<file path="config.mk">
export PLATFORM = sky130hd
export DESIGN_NAME = running_sample_statistics
export DESIGN_NICKNAME = d
export VERILOG_FILES = /design/src/rtl/rss_pkg.sv /design/src/rtl/rss_front.sv /design/src/rtl/rss_queue.sv /design/src/rtl/rss_div.sv /design/src/rtl/rss_back.sv /design/src/rtl/running_sample_statistics.sv
export SDC_FILE = /design/constraint.sdc
export NUM_CORES = 2
export LEC_CHECK = 0
export BUFFER_PORTS_ARGS = -buffer_cell sky130_fd_sc_hd__buf_2
export CAP_MARGIN = 20
export CORE_MARGIN = 10
export CORE_UTILIZATION = 45
export CTS_CLUSTER_DIAMETER = 80
export CTS_CLUSTER_SIZE = 25
export DETAILED_ROUTE_END_ITERATION = 12
export GPL_TIMING_DRIVEN = 0
export HOLD_SLACK_MARGIN = 0.05
export PLACE_DENSITY_LB_ADDON = 0.3
export SKIP_CTS_REPAIR_TIMING = 1
export SYNTH_ARGS = -nofsm -noshare
export SYNTH_HDL_FRONTEND = slang
export SYNTH_SLANG_ARGS = --single-unit
export TNS_END_PERCENT = 50
</file>
<file path="constraint.sdc">
create_clock -name clk_i -period 18.75 [get_ports clk_i]
set_input_delay 5.625 -clock clk_i [delete_from_list [all_inputs] [get_ports clk_i]]
set_output_delay 5.625 -clock clk_i [all_outputs]
set_load 0.005 [all_outputs]
</file>
<file path="src/rtl/rss_pkg.sv">
// ----------------------------------------------------------------------------
// rss_pkg: shared types and codes for running sample statistics
// Word layouts of both queue-style ports, request codes, back-end states and
// default sizes.
// ----------------------------------------------------------------------------
`default_nettype none

package rss_pkg;

  // Default sizes
  localparam int unsigned SAMPLE_BITS_DEF = 16;
  localparam int unsigned COUNT_BITS_DEF  = 16;
  // Depth of the report queue between front and back end
  localparam int unsigned QUEUE_DEPTH     = 2;

  // Request codes
  localparam logic [1:0] REQ_ADD        = 2'd0;
  localparam logic [1:0] REQ_ADD_REPORT = 2'd1;
  localparam logic [1:0] REQ_REPORT     = 2'd2;

  // Input word
  typedef struct packed {
    logic [1:0]         req_type;
    logic signed [15:0] sample;
  } rss_in_t;

  // Result word
  typedef struct packed {
    logic [15:0]        sample_count;
    logic signed [15:0] mean_value;
    logic [15:0]        std_deviation;
    logic signed [15:0] min_value;
    logic signed [15:0] max_value;
    logic               empty_set;
    logic               overflow_seen;
  } rss_out_t;

  // Back-end sequencer states
  typedef enum logic [2:0] {
    ST_IDLE,
    ST_START,
    ST_DIV_SUM,
    ST_DIV_SQ,
    ST_VAR,
    ST_ROOT,
    ST_DONE
  } back_state_e;

endpackage

`default_nettype wire

</file>
<file path="src/rtl/rss_front.sv">
// ----------------------------------------------------------------------------
// rss_front: sample intake and accumulation
// Registers each input word, folds samples into count, sum, sum of squares,
// minimum and maximum, and on a report pushes a snapshot and clears.
// ----------------------------------------------------------------------------
`default_nettype none

module rss_front #(
  parameter int unsigned SAMPLE_BITS = rss_pkg::SAMPLE_BITS_DEF,
  parameter int unsigned COUNT_BITS  = rss_pkg::COUNT_BITS_DEF,
  parameter int unsigned SNAP_W      = 5 * SAMPLE_BITS + 3 * COUNT_BITS
) (
  input  wire logic                clk_i,
  input  wire logic                rst_ni,
  input  wire logic                push,
  output logic                     full,
  input  wire rss_pkg::rss_in_t    data_i,
  output logic [SNAP_W-1:0]        snap_o,
  output logic                     snap_push_o,
  input  wire logic                snap_full_i
);
  import rss_pkg::*;

  localparam int unsigned SB     = SAMPLE_BITS;
  localparam int unsigned CB     = COUNT_BITS;
  localparam int unsigned SUM_W  = SB + CB;
  localparam int unsigned SQ_W   = 2 * SB - 1 + CB;
  localparam int unsigned PROD_W = 2 * SB;

  typedef struct packed {
    logic [CB-1:0]           count;
    logic signed [SUM_W-1:0] sum;
    logic [SQ_W-1:0]         sumsq;
    logic signed [SB-1:0]    lo;
    logic signed [SB-1:0]    hi;
    logic                    drop;
  } snap_t;

  localparam logic signed [SB-1:0] SMAX = {1'b0, {(SB-1){1'b1}}};
  localparam logic signed [SB-1:0] SMIN = {1'b1, {(SB-1){1'b0}}};
  localparam snap_t CLEAR = '{count: '0, sum: '0, sumsq: '0, lo: SMAX, hi: SMIN, drop: 1'b0};

  rss_in_t              item_q;
  logic                 vld_q, vld_d;
  snap_t                acc_q, acc_d, upd;
  logic                 is_add, is_rpt, go;
  logic [SB+15:0]       raw_ext;
  logic signed [SB-1:0] smp;
  logic signed [PROD_W-1:0] prod;

  // Decode the request code; the unused code reports only
  always_comb begin
    case (item_q.req_type)
      REQ_ADD: begin
        is_add = 1'b1;
        is_rpt = 1'b0;
      end
      REQ_ADD_REPORT: begin
        is_add = 1'b1;
        is_rpt = 1'b1;
      end
      REQ_REPORT: begin
        is_add = 1'b0;
        is_rpt = 1'b1;
      end
      default: begin
        is_add = 1'b0;
        is_rpt = 1'b1;
      end
    endcase
  end

  // Stall a report word while the queue is full
  assign go          = !(is_rpt && snap_full_i);
  assign full        = vld_q && !go;
  assign snap_push_o = vld_q && is_rpt && !snap_full_i;

  // Reinterpret the sample field at the configured width
  assign raw_ext = {{SB{1'b0}}, item_q.sample};
  assign smp     = $signed(raw_ext[SB-1:0]);
  assign prod    = smp * smp;

  // Fold the sample in, or only flag it at the count limit
  always_comb begin
    upd = acc_q;
    if (is_add) begin
      if (acc_q.count == {CB{1'b1}}) begin
        upd.drop = 1'b1;
      end else begin
        upd.count = acc_q.count + 1'b1;
        upd.sum   = acc_q.sum + {{CB{smp[SB-1]}}, smp};
        upd.sumsq = acc_q.sumsq + {{CB{1'b0}}, prod[PROD_W-2:0]};
        if (smp < acc_q.lo) begin
          upd.lo = smp;
        end
        if (smp > acc_q.hi) begin
          upd.hi = smp;
        end
      end
    end
    snap_o = upd;
    acc_d  = acc_q;
    if (vld_q && go) begin
      acc_d = is_rpt ? CLEAR : upd;
    end
  end

  // Advance the input register
  always_comb begin
    vld_d = vld_q;
    if (vld_q && go) begin
      vld_d = 1'b0;
    end
    if (push && !full) begin
      vld_d = 1'b1;
    end
  end

  always_ff @(posedge clk_i or negedge rst_ni) begin
    if (!rst_ni) begin
      vld_q <= 1'b0;
      acc_q <= CLEAR;
    end else begin
      vld_q <= vld_d;
      acc_q <= acc_d;
    end
  end

  // Hold the input word
  always_ff @(posedge clk_i) begin
    if (push && !full) begin
      item_q <= data_i;
    end
  end

endmodule

`default_nettype wire

</file>
<file path="src/rtl/rss_queue.sv">
// ----------------------------------------------------------------------------
// rss_queue: short report queue
// Holds accumulator snapshots between the front end and the back end.
// ----------------------------------------------------------------------------
`default_nettype none

module rss_queue #(
  parameter int unsigned WIDTH = 8,
  parameter int unsigned DEPTH = rss_pkg::QUEUE_DEPTH
) (
  input  wire logic             clk_i,
  input  wire logic             rst_ni,
  input  wire logic             push_i,
  input  wire logic [WIDTH-1:0] data_i,
  output logic                  full_o,
  input  wire logic             pop_i,
  output logic [WIDTH-1:0]      data_o,
  output logic                  empty_o
);
  import rss_pkg::*;

  localparam int unsigned PTR_W = (DEPTH > 1) ? $clog2(DEPTH) : 1;
  localparam int unsigned CNT_W = $clog2(DEPTH + 1);

  logic [WIDTH-1:0] slot_q [DEPTH];
  logic [PTR_W-1:0] wr_q, rd_q;
  logic [CNT_W-1:0] cnt_q;

  assign full_o  = (cnt_q == CNT_W'(DEPTH));
  assign empty_o = (cnt_q == '0);
  assign data_o  = slot_q[rd_q];

  // Advance pointers and fill level
  always_ff @(posedge clk_i or negedge rst_ni) begin
    if (!rst_ni) begin
      wr_q  <= '0;
      rd_q  <= '0;
      cnt_q <= '0;
    end else begin
      if (push_i) begin
        wr_q <= (wr_q == PTR_W'(DEPTH - 1)) ? '0 : wr_q + 1'b1;
      end
      if (pop_i) begin
        rd_q <= (rd_q == PTR_W'(DEPTH - 1)) ? '0 : rd_q + 1'b1;
      end
      if (push_i && !pop_i) begin
        cnt_q <= cnt_q + 1'b1;
      end else if (pop_i && !push_i) begin
        cnt_q <= cnt_q - 1'b1;
      end
    end
  end

  // Store the pushed word
  always_ff @(posedge clk_i) begin
    if (push_i) begin
      slot_q[wr_q] <= data_i;
    end
  end

  a_no_push_full: assert property (@(posedge clk_i) disable iff (!rst_ni)
    push_i |-> !full_o) else $error("push into full report queue");

  a_no_pop_empty: assert property (@(posedge clk_i) disable iff (!rst_ni)
    pop_i |-> !empty_o) else $error("pop from empty report queue");

  a_push_fills: assert property (@(posedge clk_i) disable iff (!rst_ni)
    (push_i && !pop_i) |=> (!empty_o && cnt_q == $past(cnt_q) + 1'b1))
    else $error("report queue level did not follow a push");

endmodule

`default_nettype wire

</file>
<file path="src/rtl/rss_div.sv">
// ----------------------------------------------------------------------------
// rss_div: iterative unsigned divider
// Restoring division, one quotient bit per cycle, done pulse at the end.
// ----------------------------------------------------------------------------
`default_nettype none

module rss_div #(
  parameter int unsigned NUM_W = 47,
  parameter int unsigned DEN_W = 16
) (
  input  wire logic             clk_i,
  input  wire logic             rst_ni,
  input  wire logic             start_i,
  input  wire logic [NUM_W-1:0] num_i,
  input  wire logic [DEN_W-1:0] den_i,
  output logic                  done_o,
  output logic [NUM_W-1:0]      quo_o,
  output logic [DEN_W-1:0]      rem_o
);
  import rss_pkg::*;

  localparam int unsigned CNT_W = $clog2(NUM_W);

  logic             busy_q, done_q;
  logic [CNT_W-1:0] cnt_q;
  logic [NUM_W-1:0] quo_q;
  logic [DEN_W-1:0] rem_q, den_q;
  logic [DEN_W:0]   rem_sh, rem_sub;
  logic             ge;

  // Trial subtract of the shifted remainder
  assign rem_sh  = {rem_q, quo_q[NUM_W-1]};
  assign ge      = (rem_sh >= {1'b0, den_q});
  assign rem_sub = rem_sh - {1'b0, den_q};

  assign done_o = done_q;
  assign quo_o  = quo_q;
  assign rem_o  = rem_q;

  // Sequence the iterations
  always_ff @(posedge clk_i or negedge rst_ni) begin
    if (!rst_ni) begin
      busy_q <= 1'b0;
      done_q <= 1'b0;
      cnt_q  <= '0;
    end else begin
      done_q <= 1'b0;
      if (start_i) begin
        busy_q <= 1'b1;
        cnt_q  <= CNT_W'(NUM_W - 1);
      end else if (busy_q) begin
        cnt_q <= cnt_q - 1'b1;
        if (cnt_q == '0) begin
          busy_q <= 1'b0;
          done_q <= 1'b1;
        end
      end
    end
  end

  // Shift quotient bits in, keep the partial remainder
  always_ff @(posedge clk_i) begin
    if (start_i) begin
      quo_q <= num_i;
      rem_q <= '0;
      den_q <= den_i;
    end else if (busy_q) begin
      quo_q <= {quo_q[NUM_W-2:0], ge};
      rem_q <= ge ? rem_sub[DEN_W-1:0] : rem_sh[DEN_W-1:0];
    end
  end

endmodule

`default_nettype wire

</file>
<file path="src/rtl/rss_back.sv">
// ----------------------------------------------------------------------------
// rss_back: report back end
// Takes a snapshot, divides for mean and mean square, takes the floor square
// root of the variance and holds the result word until it is popped.
// ----------------------------------------------------------------------------
`default_nettype none

module rss_back #(
  parameter int unsigned SAMPLE_BITS = rss_pkg::SAMPLE_BITS_DEF,
  parameter int unsigned COUNT_BITS  = rss_pkg::COUNT_BITS_DEF,
  parameter int unsigned SNAP_W      = 5 * SAMPLE_BITS + 3 * COUNT_BITS
) (
  input  wire logic              clk_i,
  input  wire logic              rst_ni,
  input  wire logic [SNAP_W-1:0] snap_i,
  input  wire logic              snap_empty_i,
  output logic                   snap_pop_o,
  output rss_pkg::rss_out_t      data_o,
  output logic                   empty,
  input  wire logic              pop
);
  import rss_pkg::*;

  localparam int unsigned SB     = SAMPLE_BITS;
  localparam int unsigned CB     = COUNT_BITS;
  localparam int unsigned SUM_W  = SB + CB;
  localparam int unsigned SQ_W   = 2 * SB - 1 + CB;
  localparam int unsigned RAD_W  = 2 * SB;
  localparam int unsigned STEP_W = $clog2(SB);

  typedef struct packed {
    logic [CB-1:0]           count;
    logic signed [SUM_W-1:0] sum;
    logic [SQ_W-1:0]         sumsq;
    logic signed [SB-1:0]    lo;
    logic signed [SB-1:0]    hi;
    logic                    drop;
  } snap_t;

  back_state_e          state_q, state_d;
  snap_t                snap_q;
  logic signed [SB-1:0] mean_q;
  logic [SQ_W-1:0]      meansq_q;
  logic [RAD_W-1:0]     msq_q, rad_q, root_q, bit_q, trial;
  logic [STEP_W-1:0]    step_q;
  rss_out_t             res_q, res_new;
  logic                 res_vld_q, res_load;

  logic                     div_start, div_done;
  logic [SQ_W-1:0]          div_num, div_quo;
  logic [CB-1:0]            div_rem;
  logic                     sum_neg;
  logic [SUM_W-1:0]         sum_abs, mean_w;
  logic signed [RAD_W-1:0]  mean_prod;
  logic [SQ_W-1:0]          msq_ext;
  logic [SB+15:0]           mean_ext, lo_ext, hi_ext, root_ext, cnt_ext;

  rss_div #(
    .NUM_W (SQ_W),
    .DEN_W (CB)
  ) u_div (
    .clk_i   (clk_i),
    .rst_ni  (rst_ni),
    .start_i (div_start),
    .num_i   (div_num),
    .den_i   (snap_q.count),
    .done_o  (div_done),
    .quo_o   (div_quo),
    .rem_o   (div_rem)
  );

  // Magnitude of the sum and floored signed quotient
  assign sum_neg = snap_q.sum[SUM_W-1];
  assign sum_abs = sum_neg ? (SUM_W'(0) - snap_q.sum) : snap_q.sum;
  always_comb begin
    mean_w = div_quo[SUM_W-1:0];
    if (sum_neg) begin
      mean_w = SUM_W'(0) - (div_quo[SUM_W-1:0] + {{(SUM_W-1){1'b0}}, (div_rem != '0)});
    end
  end

  assign mean_prod = mean_q * mean_q;
  assign msq_ext   = {{(SQ_W-RAD_W){1'b0}}, msq_q};
  assign trial     = root_q + bit_q;
  assign res_load  = (state_q == ST_DONE) && (!res_vld_q || pop);

  // Next state
  always_comb begin
    state_d = state_q;
    case (state_q)
      ST_IDLE: begin
        if (!snap_empty_i) begin
          state_d = ST_START;
        end
      end
      ST_START: begin
        state_d = (snap_q.count == '0) ? ST_DONE : ST_DIV_SUM;
      end
      ST_DIV_SUM: begin
        if (div_done) begin
          state_d = ST_DIV_SQ;
        end
      end
      ST_DIV_SQ: begin
        if (div_done) begin
          state_d = ST_VAR;
        end
      end
      ST_VAR: begin
        state_d = ST_ROOT;
      end
      ST_ROOT: begin
        if (step_q == '0) begin
          state_d = ST_DONE;
        end
      end
      ST_DONE: begin
        if (!res_vld_q || pop) begin
          state_d = ST_IDLE;
        end
      end
      default: begin
        state_d = ST_IDLE;
      end
    endcase
  end

  // Sequencer outputs
  always_comb begin
    snap_pop_o = 1'b0;
    div_start  = 1'b0;
    div_num    = {{(SQ_W-SUM_W){1'b0}}, sum_abs};
    case (state_q)
      ST_IDLE: begin
        snap_pop_o = !snap_empty_i;
      end
      ST_START: begin
        div_start = (snap_q.count != '0);
      end
      ST_DIV_SUM: begin
        div_start = div_done;
        div_num   = snap_q.sumsq;
      end
      default: begin
        div_start = 1'b0;
      end
    endcase
  end

  // Assemble the result word; an empty set reports zeros
  always_comb begin
    cnt_ext  = {{(SB+16-CB){1'b0}}, snap_q.count};
    mean_ext = {{16{mean_q[SB-1]}}, mean_q};
    lo_ext   = {{16{snap_q.lo[SB-1]}}, snap_q.lo};
    hi_ext   = {{16{snap_q.hi[SB-1]}}, snap_q.hi};
    root_ext = {16'b0, root_q[SB-1:0]};
    res_new.sample_count  = cnt_ext[15:0];
    res_new.empty_set     = (snap_q.count == '0);
    res_new.overflow_seen = snap_q.drop;
    if (snap_q.count == '0) begin
      res_new.mean_value    = '0;
      res_new.std_deviation = '0;
      res_new.min_value     = '0;
      res_new.max_value     = '0;
    end else begin
      res_new.mean_value    = mean_ext[15:0];
      res_new.std_deviation = root_ext[15:0];
      res_new.min_value     = lo_ext[15:0];
      res_new.max_value     = hi_ext[15:0];
    end
  end

  always_ff @(posedge clk_i or negedge rst_ni) begin
    if (!rst_ni) begin
      state_q   <= ST_IDLE;
      res_vld_q <= 1'b0;
    end else begin
      state_q <= state_d;
      if (res_load) begin
        res_vld_q <= 1'b1;
      end else if (pop) begin
        res_vld_q <= 1'b0;
      end
    end
  end

  // Datapath registers
  always_ff @(posedge clk_i) begin
    if (snap_pop_o) begin
      snap_q <= snap_i;
    end
    if (state_q == ST_DIV_SUM && div_done) begin
      mean_q <= mean_w[SB-1:0];
    end
    if (state_q == ST_DIV_SQ && div_done) begin
      meansq_q <= div_quo;
      msq_q    <= mean_prod;
    end
    // Clamp a negative variance to zero and seed the root
    if (state_q == ST_VAR) begin
      rad_q  <= (meansq_q > msq_ext) ? RAD_W'(meansq_q - msq_ext) : '0;
      root_q <= '0;
      bit_q  <= {2'b01, {(RAD_W-2){1'b0}}};
      step_q <= STEP_W'(SB - 1);
    end
    // One root bit per cycle
    if (state_q == ST_ROOT) begin
      if (rad_q >= trial) begin
        rad_q  <= rad_q - trial;
        root_q <= (root_q >> 1) + bit_q;
      end else begin
        root_q <= root_q >> 1;
      end
      bit_q  <= bit_q >> 2;
      step_q <= step_q - 1'b1;
    end
    if (res_load) begin
      res_q <= res_new;
    end
  end

  assign data_o = res_q;
  assign empty  = !res_vld_q;

endmodule

`default_nettype wire

</file>
<file path="src/rtl/running_sample_statistics.sv">
// ----------------------------------------------------------------------------
// running_sample_statistics: running count, mean, deviation, min and max
// Input words are pushed like into a queue (push/full); each carries a request
// code and a signed Q7.8 sample. Result words are taken like from a queue
// (empty/pop); a report word yields one result, an add word none.
// An add word is taken every cycle unless a stalled report word waits ahead
// of it: a one-word input register feeds a single accumulate step (square,
// add, two compares). A report snapshots and clears the accumulators in that
// same step and moves on through a two-entry queue. The back end works one
// report at a time: two restoring divisions with 2*SAMPLE_BITS+COUNT_BITS-1
// quotient bits each, one bit per cycle, then a square root of SAMPLE_BITS
// result bits; an empty set skips the divisions and the root. It takes the
// next report only when the current one is done; the divisions and root
// bound how often it takes a report; sample intake continues meanwhile.
// Reset empties every register stage and clears the accumulators. While the
// result is not popped it stays on the ports; the back end then waits, the
// queue fills, and full rises only when a further report word must wait.
// ----------------------------------------------------------------------------
`default_nettype none

module running_sample_statistics #(
  parameter int unsigned SAMPLE_BITS = rss_pkg::SAMPLE_BITS_DEF,
  parameter int unsigned COUNT_BITS  = rss_pkg::COUNT_BITS_DEF
) (
  input  wire logic              clk_i,
  input  wire logic              rst_ni,
  input  wire logic              push,
  output logic                   full,
  input  wire rss_pkg::rss_in_t  data_i,
  output logic                   empty,
  input  wire logic              pop,
  output rss_pkg::rss_out_t      data_o
);
  import rss_pkg::*;

  localparam int unsigned SNAP_W = 5 * SAMPLE_BITS + 3 * COUNT_BITS;

  logic [SNAP_W-1:0] snap_in, snap_out;
  logic              snap_push, snap_full, snap_pop, snap_empty;

  // Intake and accumulation
  rss_front #(
    .SAMPLE_BITS (SAMPLE_BITS),
    .COUNT_BITS  (COUNT_BITS),
    .SNAP_W      (SNAP_W)
  ) u_front (
    .clk_i       (clk_i),
    .rst_ni      (rst_ni),
    .push        (push),
    .full        (full),
    .data_i      (data_i),
    .snap_o      (snap_in),
    .snap_push_o (snap_push),
    .snap_full_i (snap_full)
  );

  // Report snapshots in flight
  rss_queue #(
    .WIDTH (SNAP_W),
    .DEPTH (QUEUE_DEPTH)
  ) u_queue (
    .clk_i   (clk_i),
    .rst_ni  (rst_ni),
    .push_i  (snap_push),
    .data_i  (snap_in),
    .full_o  (snap_full),
    .pop_i   (snap_pop),
    .data_o  (snap_out),
    .empty_o (snap_empty)
  );

  // Division, root and result register
  rss_back #(
    .SAMPLE_BITS (SAMPLE_BITS),
    .COUNT_BITS  (COUNT_BITS),
    .SNAP_W      (SNAP_W)
  ) u_back (
    .clk_i        (clk_i),
    .rst_ni       (rst_ni),
    .snap_i       (snap_out),
    .snap_empty_i (snap_empty),
    .snap_pop_o   (snap_pop),
    .data_o       (data_o),
    .empty        (empty),
    .pop          (pop)
  );

endmodule

`default_nettype wire
</file>
=== Yosys cells after proc, flatten, opt, wreduce, memory -nomap -nowiden ===
Memories as Yosys holds them, arrays and structs flattened. A register that Yosys moved wholly into a read port is not among the register bits.
Index checks and enable logic that the tools add are counted.

* Reductions and logical operators: 34
* Equality and inequality tests: 14
* Mux-type cells: 52
* Add/subtract/negate cells: 17
* Multipliers: 2
* $lt $le $gt $ge: 5

{| class="wikitable"
|+ Operator list
! operator !! number
|-
| $mux 128 || 2
|-
| $mux 32 || 8
|-
| $mux 47 || 3
|-
| $mux 127 || 1
|-
| $mux 16 || 4
|-
| $sub 32x32->32 || 2
|-
| $mux 29 || 2
|-
| $add 47x31->47 || 1
|-
| $gt 47x32->1 || 1
|-
| $add 31x31->32 || 1
|-
| $add 32x31->32 || 1
|-
| $add 32x32->32 || 1
|-
| $ge 32x32->1 || 1
|-
| $mul 16x16->32 || 1
|-
| $reduce_bool 16->1 || 2
|-
| $sub 1x32->32 const A || 1
|-
| $mul 16x16->31 || 1
|-
| $pmux 3 s7 || 1
|-
| $mux 1 || 18
|-
| $mux 3 || 6
|-
| $ge 17x16->1 || 1
|-
| $add 16x1->16 || 1
|-
| $add 16x1->16 const B || 1
|-
| $eq 16x16->1 const B || 1
|-
| 31 further kinds || 62
|}

* Input port bits: 22
* Output and inout port bits: 84
* Flip-flop bits (word level): 503
* Word-level logic and storage cells: 160
* Memory bits (writable): 256
* Memories: 1

{| class="wikitable"
|+ Memory list
! name !! depth !! bits a word !! rd ports !! clocked after memory_dff !! wr ports !! RTL line !! RTL
|-
| u_queue.slot_q || 2 || 128 || 1 || 1 || 1 || rss_queue.sv:25 || <nowiki>logic [WIDTH-1:0] slot_q [DEPTH];</nowiki>
|}

=== Longest topological paths before layout ===
* Depth after elaboration: 8
* Mapped depth: 38
* Depth with buffers taken out: 36

=== By module ===
From an unflattened synthesis, not the netlist that was laid out.

* Cells, all modules: 5802
* Area, all modules: 63450.9 um2

{| class="wikitable"
|+ Modules (own cells, without submodules)
! module !! area an instance (um2) !! cells an instance !! seq. area each (um2) !! instances
|-
| rss_back || 29563.4 || 2730 || 11421.0 || 1
|-
| rss_front || 19962.9 || 2289 || 3788.6 || 1
|-
| rss_queue || 9466.6 || 414 || 7787.5 || 1
|-
| rss_div || 4458.0 || 369 || 2412.3 || 1
|}

=== Least setup slack after synthesis ===
No wires, ideal clock.

* Path kind: input to register
* From: in pop
* To: reg u_back.res_q (netlist bit u_back.data_o[0]), enable pin
* Path slack: 6.380 ns
* Required time: 18.110 ns
* Library setup time: 0.640 ns
* Path buffers: 0
* Arrival: 11.730 ns
* Stages on the path: 2
* Cells stage by stage: nand2b_1 > nor3b_1

* Longest elaborated chain between the ends: 2

{| class="wikitable"
|+ Ends and longest elaborated chain
! what !! RTL line !! RTL
|-
| from (decl) || running_sample_statistics.sv:31 || <nowiki>input wire logic pop,</nowiki>
|-
| $logic_or 1x1->1 || rss_back.sv:85 || <nowiki>assign res_load = (state_q == ST_DONE) && (!res_vld_q || pop);</nowiki>
|-
| $logic_and 1x1->1 || rss_back.sv:85 ||
|-
| net u_back.res_load || rss_back.sv:47 || <nowiki>logic res_vld_q, res_load;</nowiki>
|-
| to (signal assigned) || rss_back.sv:218 || <nowiki>res_q <= res_new;</nowiki>
|-
| to (decl) || rss_back.sv:46 || <nowiki>rss_out_t res_q, res_new;</nowiki>
|}

The timed path passes the listed nets, and every way through them passes these cells.
A chain may end at the register's enable or synchronous reset.

=== Worst setup path after layout ===
* From: reg u_front.item_q (netlist bit u_front.smp[9])
* To: mem u_queue.slot_q[0][78] in the netlist's numbering, data pin

* Longest elaborated chain between the ends: 4

{| class="wikitable"
|+ Ends and longest elaborated chain
! what !! RTL line !! RTL
|-
| from (decl) || rss_front.sv:43 || <nowiki>rss_in_t item_q;</nowiki>
|-
| from (signal assigned) || rss_front.sv:132 || <nowiki>item_q <= data_i;</nowiki>
|-
| $mul 16x16->31 || rss_front.sv:81 || <nowiki>assign prod = smp * smp;</nowiki>
|-
| $add 47x31->47 || rss_front.sv:92 || <nowiki>upd.sumsq = acc_q.sumsq + {{CB{1'b0}}, prod[PROD_W-2:0]};</nowiki>
|-
| $mux 127 || rss_front.sv:87 || <nowiki>if (acc_q.count == {CB{1'b1}}) begin</nowiki>
|-
| $mux 128 || rss_front.sv:86 || <nowiki>if (is_add) begin</nowiki>
|-
| net snap_in[78] || running_sample_statistics.sv:38 || <nowiki>logic [SNAP_W-1:0] snap_in, snap_out;</nowiki>
|-
| to (decl) || rss_queue.sv:25 ||
|}

The timed path passes the listed nets, and every way through them passes these cells.

==> results.yml <==
outcome:
  status: "finished clean"
placement:
  place_congestion: 0.9330
  port_buffers: 105
  hpwl_mm: 116.5
routing:
  antenna_left: 0
  firstDrtPassIters: 6
  viasPerCell: 5.413
  num_vias: 42210
  drc: 0
  drt-initial-drc-count: 2954
  wl_per_cell_um: 19.15
  totalWireLength_mm: 149.3
worst_setup_path:
  regToRegSetupSlack_ps: 8000
  crit_arrival_ps: 11180
  slowest_stage: "edfxtp_1"
  cpPeakStageDelay_ps: 750
  end_kind: "register"
  cp-startpoint: "u_front.smp[9]"
  r2r_start: "u_front.smp[9]"
  rr_endpoint: "u_queue.slot_q[0][78]"
  startpoint_type: "register"
  critical_path_required_ps: 19180
  critPathKind: "reg2reg"
  worstRegToRegCells: 34
  crit_top_cell: "fa_1"
  critPathMaxFanout: 10
sta:
  hold_viol_final: 0
  fin_crit_sh_pct: 57.33
  relSlewSlack_pct: 25.27
  tightest_slew_ps: 1121
  finalMaxSlewViolations: 0
  setup_viol: 0
  skew_ps: 36.51
  period_minus_slack_ps: 10750
  rsz0062_at_grt: "false"
  tns_ps: 0
  fmax_mhz: 93.03
layout:
  fillCellCount: 12470
  final_cell_mix: "812 x inv_1, 692 x edfxtp_1, 535 x nand2_1, 468 x fa_1, 410 x ha_1"
  drive_gt1_share_pct: 7.064
  finalNetCount: 6858
  syn_to_final_growth_pct: 8.370
  seq_area_mm2: 0.02541
  final_common_cell: "inv_1"
  multiInputGateArea_mm2: 0.03292
global_routing:
  met2_usage_pct: 33.31
  use_met1_pct: 25.64
  grtUsageTotal_pct: 19.51
  antenna_found_initial: 1
  grtUsageMet3_pct: 2.117
  busiest_layer: "met2"
  grt_pass1_wl_mm: 238.4
  gr-total-overflow: 0
  grt_max_degree: 80
  grt_pass1_vias: 43280
worst_hold_path:
  hold_depth: 0
  min_from: "u_back.res_new[0]"
  worstHoldPathType: "reg2reg"
  whs_endpoint: "u_back.data_o[0]"
synthesis:
  synthArstFlopShare_pct: 16.37
  ys_warn_count: 0
  synth_cell_type_count: 81
  ys_ff_latch: 886
  avgSynthCellArea_um2: 10.76
  synth_area_leader_cell: "edfxtp_1"
  synth_edf_count: 692
  synth.top_cell.area_share_pct: 33.45
  synth_fp_nets: 6674
  yosysSeqAreaShare_pct: 40.90
  synth_flop_cell: "edfxtp_1"
  synth_area_mm2: 0.06212
  synth.area.top_cells: "edfxtp_1 33%, fa_1 15%, ha_1 8.3%"
  synthCells: 5774
die:
  start_util_pct: 45.24
  die_y_um: 391.6
  ios: 106
  dieWidth_um: 391.6
  die_area_mm2: 0.1533
  core-area_mm2: 0.1373
  num_rows: 136
clock_tree:
  cts_tree: "built"
  clk_latency_ps: 720
  cts-buffers-inserted: 55
  path_clk_slew_ps: 100
  root_buffer: "clkbuf_16"
  cts_sinks: 886
  cts_buffer_depth: 3
  htreeDepth: 2
job:
  cap_violations: 0
[worst max-delay path: cells and delay by family, from the launching register on]
family                     cells  cell delay, ps
buffers and inverters          7            1520
and+or+nand+nor                8            1680
adders and majority gates      8            3670
xor gates and xnor gates       1             200
AOI/OAI and AO/OA             10            2650
DFF                            1             750
[state kept, by name, indices dropped and copies added, names as in the netlist, 2 cells and up]
name and cells:
u_front.smp 16, u_back.data_o 82, u_back.root_q 32, u_back.meansq_q 47
u_back.hi_ext 16, u_back.step_q 4, u_back.u_div.quo_o 47, u_back.rad_q 32
u_back.state_q 3, u_back.u_div.rem_o 16, u_back.cnt_ext 16, u_back.u_div.cnt_q 6
u_back.lo_ext 16, u_back.snap_q 79, u_queue.slot_q 256, u_front.acc_q 128
u_back.mean_q 16, u_back.u_div.den_q 16, u_front.item_q 2, u_back.msq_q 31
u_queue.cnt_q 2, u_back.bit_q 16
[per-stage QoR]
step | instance area (um2) | instances | hold WS (ps) | util (%) | setup WS, ps
CTS | 67320 | 7796 | 458.9 | 49.02 | 8112
floorplan | 62120 | 5774 | 400.3 | - | 6380
detailed placement | 65330 | 7695 | 436.2 | 47.58 | 8154
finish | 67320 | 7798 | 451.6 | 49.03 | 8001
global route | 67320 | 7796 | 464.8 | 49.02 | 7384
global placement | 64890 | 7673 | 426.2 | 47.26 | 2311
[layout make-up]
cell class,instances,area share (%)
tap,1794,3.334
antenna,2,0.007434
sequential,886,37.74
clock buffer,68,2.148
clock inverter,33,0.8029
inverter,820,4.583
buffer,195,1.102
multi-input combinational,3873,48.89
timing repair buffer,127,1.386
[logic make-up (layout without fill, tap and decap cells)]
logic type,after synthesis,count (layout),share of synthesized area (%)
fa+ha+maj,878,878,23.34
xor+xnor,346,346,4.878
mux,190,190,3.339
simple gates,1400,1400,10.48
other cells,0,2,0
compound gates,1059,1059,10.92
flops,886,886,40.90
buf+inv,1015,1243,6.145
[metal layers]
metal / routed length, um / vias up
li1: - / 20100
met1: 64180 / 20750
met2: 71740 / 1096
met3: 7297 / 273
met4: 6095 / 0
met5: 0 / -
[Yosys cell counts (9+ instances only)]
master	count
nor2b_1	37
a21boi_0	9
a221oi_1	37
a21o_1	99
nand2_1	535
o31ai_1	30
a31o_2	17
nand4_1	28
clkbuf_1	173
or4_1	10
dfstp_2	16
nor3b_1	9
or3_1	17
ha_1	410
fa_1	468
a211oi_1	32
a21oi_1	257
buf_1	16
edfxtp_1	692
o211ai_1	16
nor2_1	329
mux2_2	135
o21a_1	33
o21bai_1	45
xnor2_1	192
o21ai_0	277
nand3_1	103
and3_1	68
nor4_1	21
mux2i_1	54
or2_2	11
inv_1	815
dfrtp_1	129
and2_1	111
nor3_1	55
a31oi_1	63
nand2b_1	40
dfxtp_1	49
xor2_1	154
a22o_1	54
[how the worst max path moves through the flow]
| stage | to | slack, ps |
|---|---|---|
| global route | u_front.acc_q[72] | 7380 |
| floorplan | u_back.data_o[0] | 6380 |
| global placement | u_back.data_o[63] | 2310 |
| finish | u_queue.slot_q[0][78] | 8000 |
| detailed placement | u_front.acc_q[71] | 8150 |
| CTS | u_front.acc_q[71] | 8110 |
Power is left out: the tool's default activity adds up to more than one toggle a clock period on the data nets, which glitch-free logic cannot reach.
